===== config.mk =====
export PLATFORM = sky130hd
export DESIGN_NAME = sbam_pipe_div
export DESIGN_NICKNAME = d
export VERILOG_FILES = /design/src/sbam_pkg.sv /design/src/sbam_pipe_div.sv
export SDC_FILE = /design/constraint.sdc
export NUM_CORES = 2
export LEC_CHECK = 0
export ABC_AREA = 1
export ABC_CLOCK_PERIOD_IN_PS = 4400
export BUFFER_PORTS_ARGS = -buffer_cell sky130_fd_sc_hd__buf_2
export CAP_MARGIN = 20
export CORE_UTILIZATION = 69
export CTS_CLUSTER_DIAMETER = 150
export DETAILED_ROUTE_END_ITERATION = 10
export GPL_TIMING_DRIVEN = 0
export MAX_ROUTING_LAYER = met4
export PLACE_DENSITY = 0.95
export SETUP_SLACK_MARGIN = 0.15
export SLEW_MARGIN = 20
export SYNTH_ARGS = -nofsm -noshare
export SYNTH_HDL_FRONTEND = slang
export SYNTH_SLANG_ARGS = --single-unit

===== constraint.sdc =====
create_clock -name clk -period 4.4 [get_ports clk]
set_input_delay 0.88 -clock clk [delete_from_list [all_inputs] [get_ports clk]]
set_output_delay 0.88 -clock clk [all_outputs]
set_load 0.02 [all_outputs]

===== src/sbam_pkg.sv =====
// Shared widths, register map and reset values of the stretch blit address mapper.
`default_nettype none

package sbam_pkg;

  // Field widths
  localparam int unsigned POS_W      = 12;   // canvas coordinates, rows, columns, offsets
  localparam int unsigned DIM_W      = 13;   // sizes and strides
  localparam int unsigned SCL_W      = 27;   // scaled corner coordinate (quotient width)
  localparam int unsigned PROD2_W    = 25;   // row * rect_h and col * rect_w
  localparam int unsigned IDX_W      = 24;   // source index and pixel offset
  localparam int unsigned FB_W       = 26;   // framebuffer byte offset
  localparam int unsigned APB_DATA_W = 32;
  localparam int unsigned CFG_ADDR_W = 5;

  // Size limit of a reported destination dimension
  localparam int unsigned MAX_DIM_DEF   = 4096;
  localparam int unsigned DIM_FIELD_MAX = (1 << DIM_W) - 1;

  // Register reset values
  localparam logic [DIM_W-1:0] SCREEN_WIDTH_RST  = DIM_W'(640);
  localparam logic [DIM_W-1:0] CANVAS_WIDTH_RST  = DIM_W'(640);
  localparam logic [DIM_W-1:0] CANVAS_HEIGHT_RST = DIM_W'(480);
  localparam logic [DIM_W-1:0] SHOWN_WIDTH_RST   = DIM_W'(640);
  localparam logic [DIM_W-1:0] SHOWN_HEIGHT_RST  = DIM_W'(480);
  localparam logic [POS_W-1:0] SHOWN_LEFT_RST    = '0;
  localparam logic [POS_W-1:0] SHOWN_TOP_RST     = '0;

  // Register map, word index = paddr[4:2]
  typedef enum logic [2:0] {
    REG_SCREEN_WIDTH  = 3'd0,
    REG_CANVAS_WIDTH  = 3'd1,
    REG_CANVAS_HEIGHT = 3'd2,
    REG_SHOWN_WIDTH   = 3'd3,
    REG_SHOWN_HEIGHT  = 3'd4,
    REG_SHOWN_LEFT    = 3'd5,
    REG_SHOWN_TOP     = 3'd6
  } reg_idx_t;

endpackage

`default_nettype wire


===== src/sbam_pipe_div.sv =====
// Pipelined restoring divider: one quotient bit per register stage.
`default_nettype none

module sbam_pipe_div #(
  parameter int unsigned NUM_W = 27,
  parameter int unsigned DEN_W = 13,
  parameter int unsigned QUO_W = 27
) (
  input  wire logic             clk,
  input  wire logic             en,
  input  wire logic [NUM_W-1:0] num,
  input  wire logic [DEN_W-1:0] den,
  output logic      [QUO_W-1:0] quo
);
  import sbam_pkg::*;

  // The numerator bits above QUO_W must be below the divisor.
  logic [DEN_W-1:0] rem_r [QUO_W-1];
  logic [DEN_W-1:0] den_r [QUO_W-1];
  logic [QUO_W-1:0] lq_r  [QUO_W];
  logic [NUM_W+DEN_W-1:0] num_ext;

  assign num_ext = {{DEN_W{1'b0}}, num};

  // Shift in one dividend bit, subtract where it fits, shift in the quotient bit.
  function automatic logic [DEN_W+QUO_W-1:0] div_step(
    input logic [DEN_W-1:0] rem,
    input logic [QUO_W-1:0] lq,
    input logic [DEN_W-1:0] d
  );
    logic [DEN_W:0] trial;
    logic [DEN_W:0] diff;
    logic           ge;
    trial    = {rem, lq[QUO_W-1]};
    diff     = trial - {1'b0, d};
    ge       = (trial >= {1'b0, d});
    div_step = {(ge ? diff[DEN_W-1:0] : trial[DEN_W-1:0]), lq[QUO_W-2:0], ge};
  endfunction

  for (genvar k = 0; k < QUO_W; k++) begin : g_stage
    logic [DEN_W-1:0]       rem_in;
    logic [DEN_W-1:0]       den_in;
    logic [QUO_W-1:0]       lq_in;
    logic [DEN_W+QUO_W-1:0] step;

    if (k == 0) begin : g_first
      assign rem_in = num_ext[QUO_W +: DEN_W];
      assign lq_in  = num[QUO_W-1:0];
      assign den_in = den;
    end else begin : g_next
      assign rem_in = rem_r[k-1];
      assign lq_in  = lq_r[k-1];
      assign den_in = den_r[k-1];
    end

    assign step = div_step(rem_in, lq_in, den_in);

    always_ff @(posedge clk) begin
      if (en) begin
        lq_r[k] <= step[QUO_W-1:0];
      end
    end

    if (k < QUO_W - 1) begin : g_carry
      always_ff @(posedge clk) begin
        if (en) begin
          rem_r[k] <= step[DEN_W+QUO_W-1:QUO_W];
          den_r[k] <= den_in;
        end
      end
    end
  end

  assign quo = lq_r[QUO_W-1];

endmodule

`default_nettype wire


==> metrics.txt <==
# TYPE chip_impl_metric gauge
chip_impl_metric{name="n_antenna_cell",unit=""} 0
chip_impl_metric{name="post-route-util",unit="%"} 76.42
chip_impl_metric{name="worst-path-buf-inv",unit=""} 6
chip_impl_info{name="slowest_stage",value="sky130_fd_sc_hd__buf_16"} 1
chip_impl_metric{name="total_of_buffers_placed_on_input_and_output_ports",unit=""} 68
chip_impl_metric{name="final.setup_skew",unit="ns"} 0.02386
chip_impl_metric{name="final_layout_size_suffix_gt1_share",unit="%"} 14.20
chip_impl_metric{name="timing.critical_path.slowest_cell_delay",unit="ns"} 0.57
chip_impl_metric{name="area_growth_syn_to_layout",unit="%"} 9.785
chip_impl_metric{name="detailroute.via_count",unit=""} 47480
chip_impl_metric{name="number_of_nets_in_the_synthesized_netlist",unit=""} 7265
chip_impl_info{name="path_delay_family",value="buffers and inverters"} 1
chip_impl_metric{name="synth-edff-count",unit=""} 1405
chip_impl_metric{name="overflow",unit=""} 0
chip_impl_metric{name="placement_rows",unit=""} 118
chip_impl_metric{name="drc",unit=""} 0
chip_impl_metric{name="period_minus_slack",unit="ns"} 3.672
chip_impl_metric{name="worstMarginPinSlew",unit="ns"} 0.8158
chip_impl_info{name="cells_along_the_critical_path",value="buf_12 -> buf_16 -> buf_16 -> buf_16 -> buf_16 -> buf_16"} 1
chip_impl_info{name="startpoint_type",value="input port"} 1
chip_impl_metric{name="grt.total_usage",unit="%"} 29.50
chip_impl_metric{name="dp_worst_setup_slack",unit="ns"} 0.009516
chip_impl_metric{name="die_w",unit="um"} 325.1
chip_impl_metric{name="detailed_place_hpwl",unit="um"} 105700
chip_impl_metric{name="post_layout_nonfiller_instances",unit=""} 8572
chip_impl_metric{name="timing.critical_path.arrival",unit="ns"} 4.06
chip_impl_info{name="cp-startpoint",value="en"} 1
chip_impl_metric{name="vias_per_cell",unit=""} 5.539
chip_impl_metric{name="critical_path_peak_fanout",unit=""} 157
chip_impl_metric{name="synth_register_bits",unit=""} 1405
chip_impl_metric{name="number_of_cells_in_the_design_after_placement",unit=""} 8316
chip_impl_metric{name="slew_violations",unit=""} 0
chip_impl_metric{name="maxcap_viol_count",unit=""} 0
chip_impl_metric{name="power.net_switching",unit="uW"} 20440
chip_impl_metric{name="detail_route.wl_per_cell",unit="um"} 17.56
chip_impl_info{name="timing.critical_path.to_type",value="register"} 1
chip_impl_metric{name="post_cts_resized",unit=""} 0
chip_impl_info{name="worstHoldPathType",value="in -> reg"} 1
chip_impl_metric{name="grt_pass1_wl",unit="um"} 239000
chip_impl_metric{name="yosysWarningCount",unit=""} 0
chip_impl_metric{name="cts-hold-fix-buffers",unit=""} 0
chip_impl_metric{name="route.antenna.remaining_nets",unit=""} 0
chip_impl_metric{name="worst_path_required",unit="ns"} 4.79
chip_impl_info{name="worstReg2RegStart",value="lq_r[2][26]"} 1
chip_impl_metric{name="synthCells",unit=""} 6858
chip_impl_metric{name="clk_path_buf_depth",unit=""} 3
chip_impl_metric{name="layout_worst_path_cycle_share",unit="%"} 83.45
chip_impl_metric{name="initial_utilization",unit="%"} 69.61
chip_impl_metric{name="setup_total_negative_slack",unit="ns"} 0
chip_impl_metric{name="gp_routability_congestion",unit=""} 0.9544
chip_impl_metric{name="grt_start_max_net_pins",unit=""} 160
chip_impl_metric{name="io-pin-count",unit=""} 69
chip_impl_metric{name="worst-r2r-cell-count",unit=""} 13
chip_impl_metric{name="drt_pre_antenna_iters",unit=""} 9
chip_impl_metric{name="h-tree-depth",unit=""} 4
chip_impl_metric{name="sw_frac_of_total",unit="%"} 38.58
chip_impl_info{name="grt_setup_unrepaired",value="no"} 1
chip_impl_metric{name="core_region_area",unit="mm^2"} 0.1035
chip_impl_metric{name="worst_vdd_rail_ir_drop",unit="uV"} 559.3
chip_impl_metric{name="die-area",unit="mm^2"} 0.1057
chip_impl_info{name="critical_path_most_common_cell",value="sky130_fd_sc_hd__buf_16"} 1
chip_impl_metric{name="clkSinkCount",unit=""} 1405
chip_impl_info{name="cts_tree",value="done"} 1
chip_impl_metric{name="detail_route.iter0.violations",unit=""} 4430
chip_impl_metric{name="synthesis.area_per_instance",unit="um^2"} 10.50
chip_impl_info{name="worstHoldStart",value="num[23]"} 1
chip_impl_metric{name="p_seq_share",unit="%"} 36.7
chip_impl_metric{name="proportion_of_power_drawn_by_combinational_gates",unit="%"} 40.3
chip_impl_info{name="status",value="finished clean"} 1
chip_impl_metric{name="antenna_violations_before_repair",unit=""} 0
chip_impl_metric{name="design_power_total",unit="uW"} 52960
chip_impl_metric{name="share_of_total_power_in_the_clock_network",unit="%"} 23.0
chip_impl_metric{name="worst_setup_margin",unit="ns"} 0.7283
chip_impl_metric{name="cts_buffers",unit=""} 141
chip_impl_metric{name="cts_setup_buffers",unit=""} 0
chip_impl_metric{name="slew_headroom",unit="%"} 45.61
chip_impl_info{name="ctsRootBufferMaster",value="sky130_fd_sc_hd__clkbuf_16"} 1
chip_impl_metric{name="worst_skew_pair.late_latency",unit="ns"} 0.77
chip_impl_info{name="dominantRegCellSynth",value="sky130_fd_sc_hd__edfxtp_1"} 1
chip_impl_metric{name="power_density",unit="mW/mm^2"} 669.7
chip_impl_metric{name="syn_area",unit="mm^2"} 0.07204
chip_impl_metric{name="yosys.cell_types.count",unit=""} 36
chip_impl_metric{name="clkSlewWorstSetupHoldPaths",unit="ns"} 0.06
chip_impl_metric{name="synth-seq-area-share",unit="%"} 58.57
chip_impl_metric{name="grt_pass1_vias",unit=""} 46890
chip_impl_metric{name="async_flop_share",unit="%"} 0
chip_impl_metric{name="design.final.nets",unit=""} 7486
chip_impl_metric{name="critical_path_cell_count",unit=""} 6
chip_impl_info{name="timing_worst_setup_path_type",value="in -> reg"} 1
chip_impl_metric{name="setup-violations-final",unit=""} 0
chip_impl_metric{name="num-fill-cells",unit=""} 6522
chip_impl_metric{name="route.final.wire_length",unit="um"} 150500
chip_impl_metric{name="static-leakage-power",unit="uW"} 0.03660
chip_impl_metric{name="clock.fmax",unit="MHz"} 272.4
chip_impl_metric{name="internal_power",unit="uW"} 32530
chip_impl_metric{name="fp.dieH",unit="um"} 325.1
chip_impl_metric{name="holdPathStages",unit=""} 1
chip_impl_metric{name="finalHoldViolCount",unit=""} 0
flip-flops by register name, indices dropped and copies added, names as in the netlist:
name   flops
lq_r     729
rem_r    338
den_r    338
cells by family (layout without fill, tap and decap cells):
| group | count (synthesis) | after routing | synth area share (%) |
|---|---|---|---|
| AND/OR/NAND/NOR | 3105 | 3105 | 21.03 |
| XOR/XNOR | 135 | 135 | 1.641 |
| adder cells (fa/ha/maj) | 365 | 365 | 6.600 |
| buffers and inverters | 1516 | 1850 | 8.677 |
| flip-flops | 1405 | 1405 | 58.57 |
| AO/OA/AOI/OAI | 332 | 332 | 3.486 |
per-layer routing:
| layer | vias to the layer above | part of all wire (%) | global-route usage [%] |
|---|---|---|---|
| met3 | 541 | 5.6 | 3.677 |
| met5 | - | 0 | - |
| met4 | 0 | 4.7 | 13.67 |
| li1 | 22910 | - | - |
| met2 | 1878 | 50 | 49.64 |
| met1 | 22150 | 40 | 35.64 |
per-stage QoR:
stage          hold WS (ns)  area (um^2)
2_1_floorplan        0.4003        72040
3_3_place_gp         0.4001        74110
3_5_place_dp         0.4045        74400
4_1_cts              0.2395        79090
5_1_grt              0.2643        79090
6_report             0.2887        79090
cells in the final DEF, fill, tap and decap left out, types with 8 or more instances in the layout:
cell                         count
sky130_fd_sc_hd__fa_1           25
sky130_fd_sc_hd__clkinvlp_4     10
sky130_fd_sc_hd__nor2_4         36
sky130_fd_sc_hd__nand3_1       307
sky130_fd_sc_hd__o21ai_1        36
sky130_fd_sc_hd__nand3_2       108
sky130_fd_sc_hd__nor2_1        223
sky130_fd_sc_hd__nor2_2         61
sky130_fd_sc_hd__buf_12         11
sky130_fd_sc_hd__buf_2          85
sky130_fd_sc_hd__nand3_4        29
sky130_fd_sc_hd__inv_1        1415
sky130_fd_sc_hd__buf_16         10
sky130_fd_sc_hd__and2_2          8
sky130_fd_sc_hd__inv_2          33
sky130_fd_sc_hd__buf_6          20
sky130_fd_sc_hd__clkinv_1       21
sky130_fd_sc_hd__xor2_1        135
sky130_fd_sc_hd__a21oi_4        23
sky130_fd_sc_hd__bufinv_16      18
sky130_fd_sc_hd__o21ai_2       154
sky130_fd_sc_hd__ha_1          340
sky130_fd_sc_hd__clkbuf_1       21
sky130_fd_sc_hd__buf_8          20
sky130_fd_sc_hd__nand4_4        14
sky130_fd_sc_hd__clkinv_2       26
sky130_fd_sc_hd__edfxtp_1     1405
sky130_fd_sc_hd__nor3_4          9
sky130_fd_sc_hd__nand2_4        17
sky130_fd_sc_hd__clkbuf_16     142
sky130_fd_sc_hd__nand4_1       258
sky130_fd_sc_hd__nand2_1      1860
sky130_fd_sc_hd__nand2_2       161
sky130_fd_sc_hd__a21oi_1       111
worst paths after layout:
kind / endpoint / slack (ns)
setup / recovery: lq_r[23][22] / 0.73
hold / removal: lq_r[0][24] / 0.29
hold reg to reg: lq_r[7][12] / 0.40
setup reg to reg: rem_r[3][10] / 1.81
Yosys cell counts, types with 6 or more instances:
cell                       count  area share (%)
sky130_fd_sc_hd__buf_8        20            0.42
sky130_fd_sc_hd__o21ai_1      36            0.25
sky130_fd_sc_hd__nand2_4      17            0.27
sky130_fd_sc_hd__fa_1         25            0.69
sky130_fd_sc_hd__nand2_1    1860             9.7
sky130_fd_sc_hd__a21oi_4      23            0.52
sky130_fd_sc_hd__xor2_1      135             1.6
sky130_fd_sc_hd__nand4_1     258             2.2
sky130_fd_sc_hd__and2_4        6           0.073
sky130_fd_sc_hd__nor3_4        9            0.20
sky130_fd_sc_hd__buf_6        20            0.31
sky130_fd_sc_hd__buf_12       10            0.28
sky130_fd_sc_hd__nand4_4      14            0.41
sky130_fd_sc_hd__o21ai_2     154             1.9
sky130_fd_sc_hd__nor2_1      223             1.2
sky130_fd_sc_hd__ha_1        340             5.9
sky130_fd_sc_hd__edfxtp_1   1405              59
sky130_fd_sc_hd__a21oi_1     111            0.77
sky130_fd_sc_hd__buf_2        18            0.13
sky130_fd_sc_hd__nand3_4      29            0.71
sky130_fd_sc_hd__inv_1      1415             7.4
sky130_fd_sc_hd__and2_2        8           0.083
sky130_fd_sc_hd__nor2_2       61            0.53
sky130_fd_sc_hd__nand2_2     161             1.4
sky130_fd_sc_hd__inv_2        33            0.17
sky130_fd_sc_hd__nand3_2     108             1.5
sky130_fd_sc_hd__nand3_1     307             2.1
sky130_fd_sc_hd__nor2_4       36            0.56
power by group through the flow:
| stage | sequential, uW | combinational, uW | clock [uW] |
|---|---|---|---|
| after floorplan | 19000 | 16200 | 0 |
| after global placement | 20100 | 19900 | 0 |
| after detailed placement | 19600 | 20600 | 0 |
| after CTS | 19400 | 21100 | 12400 |
| after global routing | 19600 | 23600 | 12800 |
| final | 19500 | 21400 | 12200 |
area by class of cell:
type	count	area, um^2	area share (%)
Buffer	68	815.8	1.031
Clock buffer	163	3632	4.593
Clock inverter	93	1060	1.340
Inverter	1448	5435	6.872
Multi-Input combinational cell	3937	23600	29.84
Sequential cell	1405	42190	53.35
Tap cell	1380	1727	2.183
Timing Repair Buffer	78	630.6	0.7973
No activity file was read; power rests on OpenSTA's default activity.
